`src/design/set_assoc_cache_lru_lookup_defines.svh`:
```
// ---------------------------------------------------------------------------
// set_assoc_cache_lru_lookup_defines
// Assertion macros shared by the cache directory RTL.
// ---------------------------------------------------------------------------
`ifndef SET_ASSOC_CACHE_LRU_LOOKUP_DEFINES_SVH
`define SET_ASSOC_CACHE_LRU_LOOKUP_DEFINES_SVH

`ifndef SYNTHESIS
// Property holds on every clock edge outside reset.
`define SACL_ASSERT(lbl, prop, msg) \
  lbl: assert property (@(posedge clk) disable iff (rst) (prop)) else $error(msg);
// Antecedent on one edge implies consequent on the next edge.
`define SACL_ASSERT_NEXT(lbl, ante, cons, msg) \
  lbl: assert property (@(posedge clk) disable iff (rst) (ante) |=> (cons)) else $error(msg);
`else
`define SACL_ASSERT(lbl, prop, msg)
`define SACL_ASSERT_NEXT(lbl, ante, cons, msg)
`endif

`endif

```
`src/design/sacl_pkg.sv`:
```
// ---------------------------------------------------------------------------
// sacl_pkg
// Constants, row layout and helpers for the set-associative cache directory.
// ---------------------------------------------------------------------------
`default_nettype none

package sacl_pkg;

  localparam int MAX_SET_BITS = 6;
  localparam int MAX_WAYS     = 8;

  localparam int NUM_SETS = 1 << MAX_SET_BITS;
  localparam int SET_W    = MAX_SET_BITS;
  localparam int WAY_W    = (MAX_WAYS > 1) ? $clog2(MAX_WAYS) : 1;
  localparam int WCNT_W   = $clog2(MAX_WAYS + 1);
  localparam int TREE_N   = 1 << WAY_W;

  localparam int ADDR_W   = 64;
  localparam int TAG_W    = 62;
  localparam int STAMP_W  = 32;
  localparam int CNT_W    = 32;
  localparam int WAYOUT_W = 3;

  localparam int SBITS_W  = 3;
  localparam int OFFS_W   = 5;
  localparam int WAYS_W   = 4;
  localparam int CFG_IDX_W  = 2;
  localparam int CFG_DATA_W = 5;

  // configuration register indexes
  localparam logic [CFG_IDX_W-1:0] REG_SET_INDEX_BITS = 2'd0;
  localparam logic [CFG_IDX_W-1:0] REG_OFFSET_BITS    = 2'd1;
  localparam logic [CFG_IDX_W-1:0] REG_WAYS_IN_USE    = 2'd2;

  localparam logic [CNT_W-1:0] CNT_MAX = '1;

  // one directory row holds every way of a set
  typedef struct packed {
    logic [MAX_WAYS-1:0]              valid;
    logic [MAX_WAYS-1:0][TAG_W-1:0]   tag;
    logic [MAX_WAYS-1:0][STAMP_W-1:0] stamp;
  } row_t;

  // lookup decision for one access
  typedef struct packed {
    logic             hit;
    logic             evict;
    logic [WAY_W-1:0] way;
  } sel_t;

  function automatic logic [CNT_W-1:0] sat_inc(input logic [CNT_W-1:0] v);
    sat_inc = (v == CNT_MAX) ? v : v + CNT_W'(1);
  endfunction

endpackage

`default_nettype wire

```
`src/design/sacl_way_select.sv`:
```
// ---------------------------------------------------------------------------
// sacl_way_select
// Tag match, first free way and LRU victim search over one directory row.
// ---------------------------------------------------------------------------
`default_nettype none

module sacl_way_select (
  input  wire sacl_pkg::row_t                 row,
  input  wire logic [sacl_pkg::TAG_W-1:0]     tag,
  input  wire logic [sacl_pkg::WCNT_W-1:0]    ways_eff,
  output sacl_pkg::sel_t                      sel
);
  import sacl_pkg::*;

  logic [MAX_WAYS-1:0] way_en;
  logic [MAX_WAYS-1:0] match;
  logic [MAX_WAYS-1:0] free;
  logic                hit_found;
  logic [WAY_W-1:0]    hit_way;
  logic                free_found;
  logic [WAY_W-1:0]    free_way;

  logic [2*TREE_N-2:0] nd_en;
  logic [STAMP_W-1:0]  nd_stamp [2*TREE_N-1];
  logic [WAY_W-1:0]    nd_idx   [2*TREE_N-1];

  always_comb begin
    for (int w = 0; w < MAX_WAYS; w++) begin
      way_en[w] = WCNT_W'(w) < ways_eff;
      match[w]  = way_en[w] && row.valid[w] && (row.tag[w] == tag);
      free[w]   = way_en[w] && !row.valid[w];
    end
  end

  // lowest index wins
  always_comb begin
    hit_found  = 1'b0;
    hit_way    = '0;
    free_found = 1'b0;
    free_way   = '0;
    for (int w = 0; w < MAX_WAYS; w++) begin
      if (match[w] && !hit_found) begin
        hit_found = 1'b1;
        hit_way   = WAY_W'(w);
      end
      if (free[w] && !free_found) begin
        free_found = 1'b1;
        free_way   = WAY_W'(w);
      end
    end
  end

  // min-stamp tree; left subtrees hold lower ways, so ties keep the left side
  always_comb begin
    for (int i = 0; i < TREE_N; i++) begin
      if (i < MAX_WAYS) begin
        nd_en[TREE_N-1+i]    = way_en[i];
        nd_stamp[TREE_N-1+i] = row.stamp[i];
      end else begin
        nd_en[TREE_N-1+i]    = 1'b0;
        nd_stamp[TREE_N-1+i] = '0;
      end
      nd_idx[TREE_N-1+i] = WAY_W'(i);
    end
    for (int n = TREE_N - 2; n >= 0; n--) begin
      if (nd_en[2*n+2] && (!nd_en[2*n+1] || (nd_stamp[2*n+2] < nd_stamp[2*n+1]))) begin
        nd_stamp[n] = nd_stamp[2*n+2];
        nd_idx[n]   = nd_idx[2*n+2];
      end else begin
        nd_stamp[n] = nd_stamp[2*n+1];
        nd_idx[n]   = nd_idx[2*n+1];
      end
      nd_en[n] = nd_en[2*n+1] || nd_en[2*n+2];
    end
  end

  always_comb begin
    sel.hit   = hit_found;
    sel.evict = !hit_found && !free_found;
    if (hit_found) begin
      sel.way = hit_way;
    end else if (free_found) begin
      sel.way = free_way;
    end else begin
      sel.way = nd_idx[0];
    end
  end

endmodule

`default_nettype wire

```
`config.mk`:
```
export PLATFORM = sky130hd
export DESIGN_NAME = sacl_way_select
export DESIGN_NICKNAME = d
export VERILOG_FILES = /design/src/design/set_assoc_cache_lru_lookup_defines.svh /design/src/design/sacl_pkg.sv /design/src/design/sacl_way_select.sv
export SDC_FILE = /design/constraint.sdc
export NUM_CORES = 1
export LEC_CHECK = 0
export ABC_CLOCK_PERIOD_IN_PS = 34200
export BUFFER_PORTS_ARGS = -buffer_cell sky130_fd_sc_hd__buf_2
export CAP_MARGIN = 20
export CORE_AREA = 2 2 327 329
export DETAILED_ROUTE_END_ITERATION = 10
export DIE_AREA = 0 0 329 331
export PLACE_DENSITY = 0.36
export SLEW_MARGIN = 10
export SYNTH_ARGS = -nofsm -noshare
export SYNTH_HDL_FRONTEND = slang
export SYNTH_SLANG_ARGS = --single-unit
```
`constraint.sdc`:
```
create_clock -name vclk -period 34.2
set_input_delay 10.26 -clock vclk [all_inputs]
set_output_delay 10.26 -clock vclk [all_outputs]
set_load 0.005 [all_outputs]
```
==> run summary <==
Tcrit/Tclk final = 0.8493
Seq/Total Area, Yosys = 0
Placement Rows = 119
Final Max Tran Viols = 0
Seq. cell area = 0 µm²
Worst slew margin = 0.2827
Detailed Place HPWL = 102400 µm
fin util = 0.1826
die extent in x = 329 µm
layout cells sized above 1 = 0.3191
synth cell count leaders = 219 x xnor2_1, 217 x ha_1, 203 x inv_1, 179 x xor2_1, 169 x nand2_1
initial core utilization = 0.1279
Syn Nets = 2995
Syn Std Cell Area = 13420 µm²
die area = 108900 µm²
number of port buffers = 831
worst slew pin tran = 1.066 ns
core area = 105000 µm²
post-route cell area = 19170 µm²
area share of the largest cell type after synthesis = 0.2023
Hold/Removal Path Class = input pin to output port
Critical Path End Type = output port
first-pass GRT wire length = 143000 µm
DIE HEIGHT = 331 µm
Post-CTS Setup Bufs = 0
endpoints failing setup = 0
critical path class = input pin to output port
# DRC = 0
max-cap violations = 0
total I/O pin count = 831
Worst EP arrival = 18.79 ns
Final Hold Vio Count = 0
final antenna-violating net count = 0
synth warn = 0
Worst EP required = 23.94 ns
maximum single-stage delay on the critical path = 0.71 ns
DRT iter0 DRCs = 1441
Crit-path slowest cell = nor4_1
leak pwr = 9.156 nW
DRT Pass-1 Iters = 7
cts-stage hold buffer count = 0
Mean Syn Cell Area = 6.877 µm²
Pwr Density = 19.19 nW/µm²
Worst Hold Endpoint = sel[0]
top-count cell post-synth = xnor2_1
total grt overflow = 0
# clk buffers = 0
vias in the first global route = 17640
largest net degree at the start of global routing = 65
type of origin of the critical path = input pin
RSZ-0062 raised after global routing = no
FF+latch count = 0
hold depth = 6
worst min-delay path startpoint = row[224]
fmax = 0.03443 GHz
peak supply drop = 0.01485 mV
outcome = complete, no violations
Pwr Total = 0.0003680 W
Final Net Count = 3746
routed len/inst = 27.36 µm
CTS resizes = 0
Synth cell types = 62
Setup TNS = 0 ns
Mapped Cells = 1952
Detailed Route WL = 112700 µm
Tot GR Track Use = 0.1925
vias = 18020
cell taking the most area after synthesis = ha_1
initial antenna violation count = 74
Worst Path Max Fanout = 64
placed cell area = 19100 µm²
ranking of synthesized cells by area = ha_1 20%, xnor2_1 14%, xor2_1 12%
Area growth syn-to-layout = 42.82%
final RePlAce weighted congestion = 0.9715
Via density = 4.375
most used cell, CP = a21o_1
min Tclk post-route = 29.05 ns
worst max-delay path: cells and delay by family:
kind,cells,cell delay [ns]
buffers and inverters,6,1.41
and+or+nand+nor,7,1.86
AOI/OAI and AO/OA,17,4.23
adders and majority gates,3,0.96
routing by layer:
| layer | up-vias | part of all wire | global-route usage |
|---|---|---|---|
| met2 | 917 | 0.41 | 0.2768 |
| met1 | 8332 | 0.45 | 0.2661 |
| met4 | 78 | 0.017 | 0.03276 |
| met3 | 173 | 0.12 | 0.08164 |
| li1 | 8515 | - | - |
| met5 | - | 0.0053 | 0.01174 |
report_power, final:
| group | internal (W) | switching, W |
|---|---|---|
| clock network | 0.0000000000900 | 0 |
| registers | 0 | 0 |
| logic | 0.000145 | 0.000223 |
| total | 0.000145 | 0.000223 |
final cells by class:
cell class         instances  area, µm²
fillers                12320      85800
multi-input cells       1650      12320
repair buffers           847       4277
well taps               1391       1740
inverters                204      765.7
diodes                    26      65.06
through the flow:
step           setup slack (ns)  std cells  hold WS [ns]
2_1_floorplan             7.330       1952         20.83
3_3_place_gp              4.989       4091         21.29
3_5_place_dp              4.903       4091         21.29
4_1_cts                   4.887       4091         21.29
5_1_grt                   4.349       4107         21.32
6_report                  5.155       4118         21.25
kinds of logic (layout without fill, tap and decap cells):
logic type      after synthesis  in the layout  share of synthesized area
compound gates              482            482                     0.2318
xor+xnor                    398            398                     0.2597
fa+ha+maj                   217            217                     0.2023
buf+inv                     302           1051                    0.08584
mux                          35             35                    0.02619
other cells                   0             26                          0
simple gates                518            518                     0.1942
worst max-delay path by stage:
stage | from | endpoint | slack (ns) | cells past startpoint
floorplan | row[13] | sel[0] | 7.33 | 30
finish | row[197] | sel[0] | 5.15 | 33
global placement | row[211] | sel[0] | 4.99 | 33
CTS | row[197] | sel[0] | 4.89 | 33
global route | row[197] | sel[0] | 4.35 | 33
detailed placement | row[197] | sel[0] | 4.90 | 33
cells in the final DEF, fill, tap and decap left out, types with 71 or more instances in the layout:
cell and instances:
inv_1 203, xor2_1 179, nand2_1 169, buf_2 831, nor4_1 79, o21ai_0 137, nand4_1 109, ha_1 217
xnor2_1 219, nor2_1 71, a21oi_1 106
Note: power is estimated with default switching activity, not from simulation.
